## config.mk

```make
export PLATFORM = sky130hd
export DESIGN_NAME = battery_cell_count_and_undervoltage_top
export DESIGN_NICKNAME = d
export VERILOG_FILES = /design/src/hw/rtl/bcuv_pkg.sv /design/src/hw/rtl/bcuv_csr.sv /design/src/hw/rtl/bcuv_scale.sv /design/src/hw/rtl/bcuv_classify.sv /design/src/hw/rtl/battery_cell_count_and_undervoltage_top.sv
export SDC_FILE = /design/constraint.sdc
export NUM_CORES = 1
export LEC_CHECK = 0
export BUFFER_PORTS_ARGS = -buffer_cell sky130_fd_sc_hd__buf_2
export CORE_MARGIN = 2
export CORE_UTILIZATION = 50
export CTS_BUF_LIST = sky130_fd_sc_hd__clkbuf_8
export DETAILED_ROUTE_END_ITERATION = 10
export PLACE_DENSITY_LB_ADDON = 0.05
export SETUP_SLACK_MARGIN = 0.1
export SYNTH_ARGS = -nofsm -noshare
export SYNTH_HDL_FRONTEND = slang
export SYNTH_SLANG_ARGS = --single-unit
```

## constraint.sdc

```tcl
create_clock -name clock -period 12.65 [get_ports clock]
set_input_delay 1.265 -clock clock [delete_from_list [all_inputs] [get_ports clock]]
set_output_delay 1.265 -clock clock [all_outputs]
set_load 0.03 [all_outputs]
```

## src/hw/rtl/bcuv_pkg.sv

```systemverilog
// Package for the battery cell count and undervoltage block.
// Holds widths, register indexes, reset values, the pack class codes and the register struct.
// No dependencies.
`default_nettype none

package bcuv_pkg;

   localparam int ADC_BITS  = 12;
   localparam int SAMPLE_W  = 12;
   localparam int SCALE_W   = 20;
   localparam int MV_W      = 16;
   localparam int CELL_MV_W = 14;
   localparam int CLASS_W   = 3;
   localparam int CSR_IDX_W = 3;
   localparam int CSR_DATA_W = 20;
   localparam int PROD_W    = SAMPLE_W + SCALE_W;
   localparam int FRAC_W    = 16;

   localparam logic [SAMPLE_W-1:0] SAMPLE_MASK = SAMPLE_W'((64'd1 << ADC_BITS) - 64'd1);

   localparam logic [CSR_IDX_W-1:0] CSR_SCALE_Q16      = 3'd0;
   localparam logic [CSR_IDX_W-1:0] CSR_CLASSIFY_DELAY = 3'd1;
   localparam logic [CSR_IDX_W-1:0] CSR_TWO_CELL_LIMIT = 3'd2;
   localparam logic [CSR_IDX_W-1:0] CSR_THREE_CELL_LIMIT = 3'd3;
   localparam logic [CSR_IDX_W-1:0] CSR_CELL_LOW       = 3'd4;
   localparam logic [CSR_IDX_W-1:0] CSR_LOW_HOLD       = 3'd5;

   localparam logic [SCALE_W-1:0]   RST_SCALE_Q16      = 20'd301035;
   localparam logic [MV_W-1:0]      RST_CLASSIFY_DELAY = 16'd1000;
   localparam logic [MV_W-1:0]      RST_TWO_CELL_LIMIT = 16'd9000;
   localparam logic [MV_W-1:0]      RST_THREE_CELL_LIMIT = 16'd13000;
   localparam logic [CELL_MV_W-1:0] RST_CELL_LOW       = 14'd3300;
   localparam logic [MV_W-1:0]      RST_LOW_HOLD       = 16'd3000;

   typedef enum logic [CLASS_W-1:0] {
      CLS_UNKNOWN = 3'd0,
      CLS_2S      = 3'd1,
      CLS_3S      = 3'd2,
      CLS_4S      = 3'd3,
      CLS_LOW     = 3'd4
   } pack_class_type;

   typedef struct packed {
      logic [SCALE_W-1:0]   scale_q16;
      logic [MV_W-1:0]      classify_delay;
      logic [MV_W-1:0]      two_cell_limit_mv;
      logic [MV_W-1:0]      three_cell_limit_mv;
      logic [CELL_MV_W-1:0] cell_low_mv;
      logic [MV_W-1:0]      low_hold;
   } cfg_type;

endpackage

`default_nettype wire

```

## src/hw/rtl/bcuv_csr.sv

```systemverilog
// Configuration registers of the battery cell count and undervoltage block.
// Depends on bcuv_pkg for indexes, reset values and the register struct.
`default_nettype none

module bcuv_csr
   import bcuv_pkg::*;
(
   input  wire logic                  clock,
   input  wire logic                  reset,
   input  wire logic                  csr_we,
   input  wire logic [CSR_IDX_W-1:0]  csr_index,
   input  wire logic [CSR_DATA_W-1:0] csr_wdata,
   output cfg_type                    cfg
);

   cfg_type cfg_ff;
   cfg_type cfg_in;

   always_comb begin
      cfg_in = cfg_ff;
      if (csr_we) begin
         unique case (csr_index)
            CSR_SCALE_Q16:        cfg_in.scale_q16 = csr_wdata[SCALE_W-1:0];
            CSR_CLASSIFY_DELAY:   cfg_in.classify_delay = csr_wdata[MV_W-1:0];
            CSR_TWO_CELL_LIMIT:   cfg_in.two_cell_limit_mv = csr_wdata[MV_W-1:0];
            CSR_THREE_CELL_LIMIT: cfg_in.three_cell_limit_mv = csr_wdata[MV_W-1:0];
            CSR_CELL_LOW:         cfg_in.cell_low_mv = csr_wdata[CELL_MV_W-1:0];
            CSR_LOW_HOLD:         cfg_in.low_hold = csr_wdata[MV_W-1:0];
            default:              cfg_in = cfg_ff;
         endcase
      end
   end

   always_ff @(posedge clock) begin
      if (reset) begin
         cfg_ff.scale_q16           <= RST_SCALE_Q16;
         cfg_ff.classify_delay      <= RST_CLASSIFY_DELAY;
         cfg_ff.two_cell_limit_mv   <= RST_TWO_CELL_LIMIT;
         cfg_ff.three_cell_limit_mv <= RST_THREE_CELL_LIMIT;
         cfg_ff.cell_low_mv         <= RST_CELL_LOW;
         cfg_ff.low_hold            <= RST_LOW_HOLD;
      end else begin
         cfg_ff <= cfg_in;
      end
   end

   assign cfg = cfg_ff;

endmodule

`default_nettype wire

```

## src/hw/rtl/bcuv_scale.sv

```systemverilog
// Input register and millivolt scaling stage: sample times Q16 scale, truncated.
// Depends on bcuv_pkg for widths and the sample mask.
`default_nettype none

module bcuv_scale
   import bcuv_pkg::*;
(
   input  wire logic                clock,
   input  wire logic                reset,
   input  wire logic                req_valid,
   output      logic                req_ready,
   input  wire logic [SAMPLE_W-1:0] req_adc_sample,
   input  wire logic [SCALE_W-1:0]  scale_q16,
   output      logic                mid_valid,
   input  wire logic                mid_ready,
   output      logic [MV_W-1:0]     mid_volt
);

   logic                s1_valid_ff;
   logic                s1_valid_in;
   logic [SAMPLE_W-1:0] s1_sample_ff;
   logic                s2_valid_ff;
   logic                s2_valid_in;
   logic [MV_W-1:0]     s2_volt_ff;
   logic [MV_W-1:0]     s2_volt_in;
   logic                s1_ready;
   logic                s2_ready;
   logic [PROD_W-1:0]   product;
   logic [PROD_W-FRAC_W-1:0] shifted;

   assign s2_ready  = !s2_valid_ff || mid_ready;
   assign s1_ready  = !s1_valid_ff || s2_ready;
   assign req_ready = s1_ready;

   assign product = PROD_W'(s1_sample_ff) * PROD_W'(scale_q16);
   assign shifted = product[PROD_W-1:FRAC_W];

   // A 12-bit sample times a 20-bit scale, shifted down by 16, never exceeds 16 bits.
   assign s2_volt_in = shifted;

   always_comb begin
      s1_valid_in = s1_valid_ff;
      if (s1_ready) begin
         s1_valid_in = req_valid;
      end
      s2_valid_in = s2_valid_ff;
      if (s2_ready) begin
         s2_valid_in = s1_valid_ff;
      end
   end

   always_ff @(posedge clock) begin
      if (reset) begin
         s1_valid_ff <= 1'b0;
         s2_valid_ff <= 1'b0;
      end else begin
         s1_valid_ff <= s1_valid_in;
         s2_valid_ff <= s2_valid_in;
      end
   end

   always_ff @(posedge clock) begin
      if (req_valid && s1_ready) begin
         s1_sample_ff <= req_adc_sample & SAMPLE_MASK;
      end
      if (s1_valid_ff && s2_ready) begin
         s2_volt_ff <= s2_volt_in;
      end
   end

   assign mid_valid = s2_valid_ff;
   assign mid_volt  = s2_volt_ff;

endmodule

`default_nettype wire

```

## src/hw/rtl/bcuv_classify.sv

```systemverilog
// Pack classification, low-run tracking and the result register.
// Depends on bcuv_pkg for the class codes and the register struct.
`default_nettype none

module bcuv_classify
   import bcuv_pkg::*;
(
   input  wire logic               clock,
   input  wire logic               reset,
   input  wire cfg_type            cfg,
   input  wire logic               mid_valid,
   output      logic               mid_ready,
   input  wire logic [MV_W-1:0]    mid_volt,
   output      logic               rsp_valid,
   input  wire logic               rsp_ready,
   output      logic [MV_W-1:0]    rsp_voltage_mv,
   output      logic [CLASS_W-1:0] rsp_pack_class
);

   logic           rsp_valid_ff;
   logic           rsp_valid_in;
   logic [MV_W-1:0] rsp_volt_ff;
   logic [MV_W-1:0] count_ff;
   logic [MV_W-1:0] count_in;
   logic [MV_W-1:0] run_ff;
   logic [MV_W-1:0] run_in;
   pack_class_type state_ff;
   pack_class_type state_in;
   pack_class_type cls;
   logic [MV_W-1:0] thr;
   logic           take;

   assign mid_ready = !rsp_valid_ff || rsp_ready;
   assign take      = mid_valid && mid_ready;

   always_comb begin
      count_in = (count_ff != '1) ? count_ff + 1'b1 : count_ff;

      cls = state_ff;
      if (state_ff == CLS_UNKNOWN && count_in > cfg.classify_delay) begin
         if (mid_volt < cfg.two_cell_limit_mv) begin
            cls = CLS_2S;
         end else if (mid_volt < cfg.three_cell_limit_mv) begin
            cls = CLS_3S;
         end else begin
            cls = CLS_4S;
         end
      end

      unique case (cls)
         CLS_2S:  thr = {1'b0, cfg.cell_low_mv, 1'b0};
         CLS_3S:  thr = MV_W'(cfg.cell_low_mv) + {1'b0, cfg.cell_low_mv, 1'b0};
         CLS_4S:  thr = {cfg.cell_low_mv, 2'b00};
         default: thr = '0;
      endcase

      run_in   = run_ff;
      state_in = cls;
      if (cls != CLS_LOW) begin
         if (thr > mid_volt) begin
            run_in = (run_ff != '1) ? run_ff + 1'b1 : run_ff;
         end else begin
            run_in = '0;
         end
         if (run_in > cfg.low_hold) begin
            state_in = CLS_LOW;
         end
      end

      rsp_valid_in = rsp_valid_ff;
      if (mid_ready) begin
         rsp_valid_in = mid_valid;
      end
   end

   always_ff @(posedge clock) begin
      if (reset) begin
         rsp_valid_ff <= 1'b0;
         count_ff     <= '0;
         run_ff       <= '0;
         state_ff     <= CLS_UNKNOWN;
      end else begin
         rsp_valid_ff <= rsp_valid_in;
         if (take) begin
            count_ff <= count_in;
            run_ff   <= run_in;
            state_ff <= state_in;
         end
      end
   end

   always_ff @(posedge clock) begin
      if (take) begin
         rsp_volt_ff <= mid_volt;
      end
   end

   assign rsp_valid      = rsp_valid_ff;
   assign rsp_voltage_mv = rsp_volt_ff;
   assign rsp_pack_class = CLASS_W'(state_ff);

endmodule

`default_nettype wire

```

## src/hw/rtl/battery_cell_count_and_undervoltage_top.sv

```systemverilog
// Top level of the battery cell count and undervoltage block.
// Depends on bcuv_pkg, bcuv_csr, bcuv_scale and bcuv_classify.
//
// Usage:
// Each request on the req_ channel carries one raw ADC sample. Every request
// yields exactly one response on the rsp_ channel with the voltage in
// millivolts and the pack class after that sample (0 unknown, 1 2S, 2 3S,
// 3 4S, 4 low). Both channels use valid and ready.
// A request passes an input register, a scaling multiply register and the
// result register. The input register loads at the accepting edge, and the
// response becomes valid once the scaling and result registers have loaded.
// While rsp_ready stays high, the block takes a new request every cycle;
// throughput is one sample per cycle, set by the single multiplier stage and
// the state update of each sample. When the receiver holds rsp_ready low, the
// three stages fill and req_ready falls only once all of them are full; no response is dropped.
// Reset is synchronous and active high. It loads the register defaults,
// clears the sample and low-run counters and sets the pack class to unknown.
// The csr_ port writes one register per cycle with csr_we high; it should be
// written only while no request is in flight.
`default_nettype none

module battery_cell_count_and_undervoltage_top
   import bcuv_pkg::*;
(
   input  wire logic                  clock,
   input  wire logic                  reset,
   input  wire logic                  req_valid,
   output      logic                  req_ready,
   input  wire logic [SAMPLE_W-1:0]   req_adc_sample,
   output      logic                  rsp_valid,
   input  wire logic                  rsp_ready,
   output      logic [MV_W-1:0]       rsp_voltage_mv,
   output      logic [CLASS_W-1:0]    rsp_pack_class,
   input  wire logic                  csr_we,
   input  wire logic [CSR_IDX_W-1:0]  csr_index,
   input  wire logic [CSR_DATA_W-1:0] csr_wdata
);

   cfg_type         cfg;
   logic            mid_valid;
   logic            mid_ready;
   logic [MV_W-1:0] mid_volt;

   bcuv_csr u_csr (
      .clock     (clock),
      .reset     (reset),
      .csr_we    (csr_we),
      .csr_index (csr_index),
      .csr_wdata (csr_wdata),
      .cfg       (cfg)
   );

   bcuv_scale u_scale (
      .clock          (clock),
      .reset          (reset),
      .req_valid      (req_valid),
      .req_ready      (req_ready),
      .req_adc_sample (req_adc_sample),
      .scale_q16      (cfg.scale_q16),
      .mid_valid      (mid_valid),
      .mid_ready      (mid_ready),
      .mid_volt       (mid_volt)
   );

   bcuv_classify u_classify (
      .clock          (clock),
      .reset          (reset),
      .cfg            (cfg),
      .mid_valid      (mid_valid),
      .mid_ready      (mid_ready),
      .mid_volt       (mid_volt),
      .rsp_valid      (rsp_valid),
      .rsp_ready      (rsp_ready),
      .rsp_voltage_mv (rsp_voltage_mv),
      .rsp_pack_class (rsp_pack_class)
   );

endmodule

`default_nettype wire
```

==> Word-level counts from Yosys, hierarchy flattened <==
Index checks and enable logic that the tools add are counted.
{ "word_totals": {"reg_bits": 180, "output_inout_bits": 21} }
{ "classes": {"mul": 1, "n_lt_le_gt_ge": 5, "mux": 10, "reduce_logical": 19, "eq_ne": 11, "add_sub_neg": 3} }
{ "op_table": {"columns": ["cell", "n"], "rows": [
  ["$mux W16", 4],
  ["$gt A16 B16 Y1", 3],
  ["$pmux W16 S3", 1],
  ["$add A16 B1 Y16 const B", 2],
  ["$lt A16 B16 Y1", 2],
  ["$mul A12 B20 Y32", 1],
  ["$ne A16 B16 Y1 const B", 2],
  ["$add A14 B15 Y16", 1],
  ["$reduce_and A2 Y1", 7],
  ["$eq A3 B2 Y1 const B", 4],
  ["$mux W3", 4],
  ["$eq A3 B1 Y1 const B", 2],
  ["$eq A3 B3 Y1 const B", 2],
  ["$logic_not A3 Y1", 2],
  ["$logic_and A1 B1 Y1", 4],
  ["$logic_not A1 Y1", 3],
  ["$logic_or A1 B1 Y1", 3],
  ["$ne A3 B3 Y1 const B", 1],
  ["$mux W1", 1]
]} }

==> Longest topological paths before layout <==
{ "logic_depth": {"depth_word": 13, "depth_mapped": 44, "mapped_depth_nobuf": 37} }

==> Cells and area by module <==
Synthesis repeated with hierarchy kept, for this count alone.
{ "hier_totals": {"cells_unflattened": 2018, "area_unflattened_um2": 17765.8} }
{ "modules_own_cells": {"columns": ["module", "area_per_inst_um2", "n_inst", "cells_per_inst"], "rows": [
  ["bcuv_scale", 8331.7, 1, 948],
  ["bcuv_classify", 5519.0, 1, 700],
  ["bcuv_csr", 3915.0, 1, 370]
]} }

==> Worst setup path before layout <==
OpenSTA, ideal clock, no wires.
{ "synth_timing": {"path_kind": "flip-flop to flip-flop", "startpoint": "register u_classify.count_ff[4]", "endpoint": "register u_classify.state_ff[1] (netlist: u_classify.rsp_pack_class[1])", "path_buffers": 7, "required_ns": 12.591, "path_slack_ns": 4.793, "period_less_slack_ns": 7.857, "path_stages_with_launch": 43, "arrival_ns": 7.798, "cell_sequence": "dfxtp_1 buf_2 nand4_1 nor3_1 and4_1 buf_2 nand3_2 and4_1 clkbuf_1 nand3_1 xnor2_1 ha_1 a21o_1 a21oi_1 o21ai_0 nand2_1 a41oi_1 a41oi_1 [... 7 more ...] a21o_1 a211o_1 a221oi_1 or2_1 buf_2 buf_2 buf_2 a21oi_1 ha_1 nor2b_1 o21a_1 o21a_1 o21a_1 o21ai_0 a21oi_1 o31a_1 nor2_1 o21a_1"} }
{ "synth_via": {"elab_chain_cells": 13} }
{ "synth_lines": {"columns": ["item", "line_no", "rtl"], "rows": [
  ["from (decl)", "bcuv_classify.sv:23", "logic [MV_W-1:0] count_ff;"],
  ["from (signal assigned)", "bcuv_classify.sv:85", "count_ff <= count_in;"],
  ["$add A16 B1 Y16 / $ne A16 B16 Y1 (equally long branches)", "bcuv_classify.sv:37", "count_in = (count_ff != '1) ? count_ff + 1'b1 : count_ff;"],
  ["$mux W16 *", "bcuv_classify.sv:37", null],
  ["named net u_classify.count_in[5]", "bcuv_classify.sv:24", "logic [MV_W-1:0] count_in;"],
  ["$gt A16 B16 Y1 *", "bcuv_classify.sv:40", "if (state_ff == CLS_UNKNOWN && count_in > cfg.classify_delay) begin"],
  ["$logic_and A1 B1 Y1 *", "bcuv_classify.sv:40", null],
  ["$mux W3 *", "bcuv_classify.sv:40", null],
  ["$eq A3 B2 Y1 / $eq A3 B1 Y1 (equally long branches)", "bcuv_classify.sv:50", "unique case (cls)"],
  ["$pmux W16 S3", "bcuv_classify.sv:50", null],
  ["$gt A16 B16 Y1", "bcuv_classify.sv:60", "if (thr > mid_volt) begin"],
  ["$mux W16", "bcuv_classify.sv:60", null],
  ["$mux W16", "bcuv_classify.sv:59", "if (cls != CLS_LOW) begin"],
  ["$gt A16 B16 Y1", "bcuv_classify.sv:65", "if (run_in > cfg.low_hold) begin"],
  ["$mux W3", "bcuv_classify.sv:65", null],
  ["$mux W3 *", "bcuv_classify.sv:59", null],
  ["to (signal assigned)", "bcuv_classify.sv:87", "state_ff <= state_in;"],
  ["to (decl)", "bcuv_classify.sv:27", "pack_class_type state_ff;"]
]} }
Mark *: on every way through the listed nets, which the timed path passes. The rest lies on a longest branch. The select of a mux whose other input is x is not followed.
A chain may end at the register's enable or synchronous reset.

==> Final worst setup path <==
Ends and elaborated chain as after synthesis.

==> impl_metrics.yaml <==
placement:
  place_congestion: 0.837
  port_buffers: 60
  place_inst: 2336
  hpwlAfterDp_um: 32200
critical_path:
  critPathMaxStageDelay_ns: 0.87
  reg2reg_depth: 36
  critPathLaunch: "u_classify.count_ff[4]"
  critical_path.max_fanout: 23
  rr_startpoint: "u_classify.count_ff[4]"
  critPathKind: "reg2reg"
  regToRegEndpoint: "u_classify.rsp_pack_class[1]"
  worstSetupStartpointType: "flip-flop"
  endpoint: "u_classify.rsp_pack_class[1]"
  end_kind: "flip-flop"
  cp.arrival_ns: 9.62
  crit_slowest_cell: "a211oi_2"
  crit_required_ns: 13.08
  rrSetupSlack_ns: 3.46
timing:
  relSlewSlack: 0.245
  setup_viol: 0
  max_clock_freq_ghz: 0.109
  finalHoldViolations: 0
  worst_pin_slew_ns: 1.13
  skew_ns: 0.0213
  fin_crit_sh: 0.726
  rsz0062_at_grt: "false"
  period_minus_slack_ns: 9.19
  slew_viol_final: 0
  tns_ns: 0
detailed_routing:
  ant_nets: 0
  dr_total_vias: 12900
  routed_wl_um: 42300
  drc: 0
  routed_via_density: 5.44
  drt-initial-drc-count: 838
  dr.pass1.iters: 5
  post_drt_wl_per_cell_um: 17.9
cts:
  cts_buffers: 17
  post_cts_buffers: 0
  hold_buffers: 0
  cts_tree: "yes"
  root_buffer: "clkbuf_8"
  clockBufferDepth: 2
  path_clk_slew_ns: 0.10
  ctsResizeCount: 0
  htree_levels: 4
  clkSinkCount: 180
  insertion_delay_ns: 0.49
floorplan:
  core_region_area_um2: 32700
  placementRows: 66
  die-area_um2: 34800
  die_h_um: 186
  die_w_um: 186
  initial_utilization: 0.509
  io_pins: 61
power_and_ir_drop:
  power_switching_mw: 1.57
  p_int_mw: 1.80
  swShare: 0.466
  p_leak_nw: 8.31
  power_frac_clock: 0.113
  combinationalPowerShare: 0.651
  power_density_nw_per_um2: 192
  ir_drop_uv: 214
  seqPwrFrac: 0.236
synth:
  synth_top_area_share: 0.216
  synth.most_common_cell: "nand2_1"
  synthFlopType: "dfxtp_1"
  syn_inst: 1915
  synthTopCellsByArea: "fa_1, dfxtp_1, ha_1"
  ys_seq_elements: 180
  synth.cell_area_um2: 16600
  ys_types: 75
  ys_seq_area_frac: 0.243
  avgSynthCellArea_um2: 8.69
  ys_warn_count: 0
  yosys.area.top_type: "fa_1"
  synth_enable_flop_cells: 44
  postSynth.asyncResetShare: 0
  synth_common_cells: "nand2_1, inv_1, fa_1"
  syn-num-nets: 2296
global_routing:
  grt_pass1_vias: 13300
  met3_usage: 0.0355
  grt_use_total: 0.255
  grt.met2_usage: 0.412
  use_met1: 0.367
  grt_antenna_before_repair: 0
  grt-busiest-layer: "met2"
  grt_first_pass_wirelength_um: 70600
  grt_start_max_net_pins: 73
  grt-ovfl-total: 0
worst_hold_path:
  hold_depth: 2
  min_path_type: "reg2reg"
run_status:
  status: "finished clean"
final_layout:
  drive_above_1_share: 0.0665
  instances_no_fill: 2368
  antenna-diode-count: 0
  fin_nets: 2294
  num-fill-cells: 3143
  area_delta_synth_final_pct: 5.76
job:
  cap_viol_max_count: 0
## cell families (layout without fill, tap and decap cells)
logic type	Yosys count	in the layout	share of synthesized area
DFF	180	180	0.243
muxes	2	2	0.00128
xor gates and xnor gates	60	60	0.0316
and+or+nand+nor	692	692	0.189
buffers and inverters	354	365	0.0803
AOI/OAI and AO/OA	286	286	0.117
adders and majority gates	341	341	0.337
## power groups by stage
stage / registers, mW / logic (mW) / clock network [mW]
final: 0.797 / 2.20 / 0.383
after global routing: 0.801 / 2.52 / 0.416
after CTS: 0.795 / 2.21 / 0.393
after detailed placement: 0.808 / 2.19 / 0
after global placement: 0.808 / 2.16 / 0
after floorplan: 0.756 / 1.70 / 0
## flip-flops by register name, summed over array words and instances, names as in the netlist
register / cells
u_classify.rsp_pack_class: 3
u_classify.rsp_voltage_mv: 16
u_classify.rsp_valid: 1
u_classify.run_ff: 16
u_scale.s1_valid_ff: 1
u_scale.s1_sample_ff: 12
u_classify.count_ff: 16
u_scale.mid_volt: 16
u_csr.cfg: 98
u_scale.mid_valid: 1
## worst min-delay path by stage
stage	endpoint	from	slack [ns]
floorplan	u_csr.cfg[10]	u_csr.cfg[10]	0.44
global placement	u_csr.cfg[73]	u_csr.cfg[73]	0.44
detailed placement	u_csr.cfg[52]	u_csr.cfg[52]	0.45
CTS	u_csr.cfg[52]	u_csr.cfg[52]	0.46
global route	u_csr.cfg[46]	u_csr.cfg[46]	0.48
finish	u_csr.cfg[44]	u_csr.cfg[44]	0.46
## worst max-delay path: cells and delay by family (launching register included)
kind,cells,cell delay [ns]
AO/OA/AOI/OAI,19,4.63
AND/OR/NAND/NOR,13,2.99
adder cells (fa/ha/maj),3,0.84
flip-flops,1,0.48
XOR/XNOR,1,0.14
## cell type report
type / instances / area [um^2] / share of cell area
flip-flops and latches: 180 / 4040 / 0.230
well taps: 442 / 553 / 0.0314
repair buffers: 71 / 383 / 0.0217
multi-input cells: 1381 / 11300 / 0.640
clock inverters: 15 / 138 / 0.00782
clock buffers: 17 / 234 / 0.0133
inverters: 262 / 983 / 0.0558
## per-layer routing
metal,routed length (um),up-vias,share of wire
met5,0,-,0
met4,616,0,0.015
met3,2150,40,0.051
li1,-,6207,-
met2,19100,305,0.45
met1,20400,6337,0.48
## placed cells by master, fill, tap and decap left out, drive strengths merged, types with 4 or more instances in the layout
cell    count
a31o        6
nand4      23
ha        161
xnor2      33
o21a       12
a31oi       5
inv       269
and4        7
a21oi     111
edfxtp     44
o21ai      28
clkbuf     17
nand2     391
dfxtp     136
or3         8
a211o       4
nor2       77
and3       14
a221o       9
xor2       27
buf        71
and2       70
nor3       15
a22oi       4
nor2b      13
clkinv      6
nand3      50
fa        180
nand2b     11
o211ai     26
a211oi      9
a21o       44
## through the flow
stage	hold slack, ns	utilization	power, mW	setup slack [ns]	instance area [um^2]
after floorplan	0.436	-	2.46	4.79	16600
after global placement	0.444	0.527	2.97	3.83	17200
after detailed placement	0.447	0.527	3.00	3.58	17200
after CTS	0.463	0.538	3.40	3.55	17600
after global routing	0.485	0.538	3.74	2.56	17600
final	0.459	0.538	3.38	3.46	17600
(Power assumes the default switching activity.)
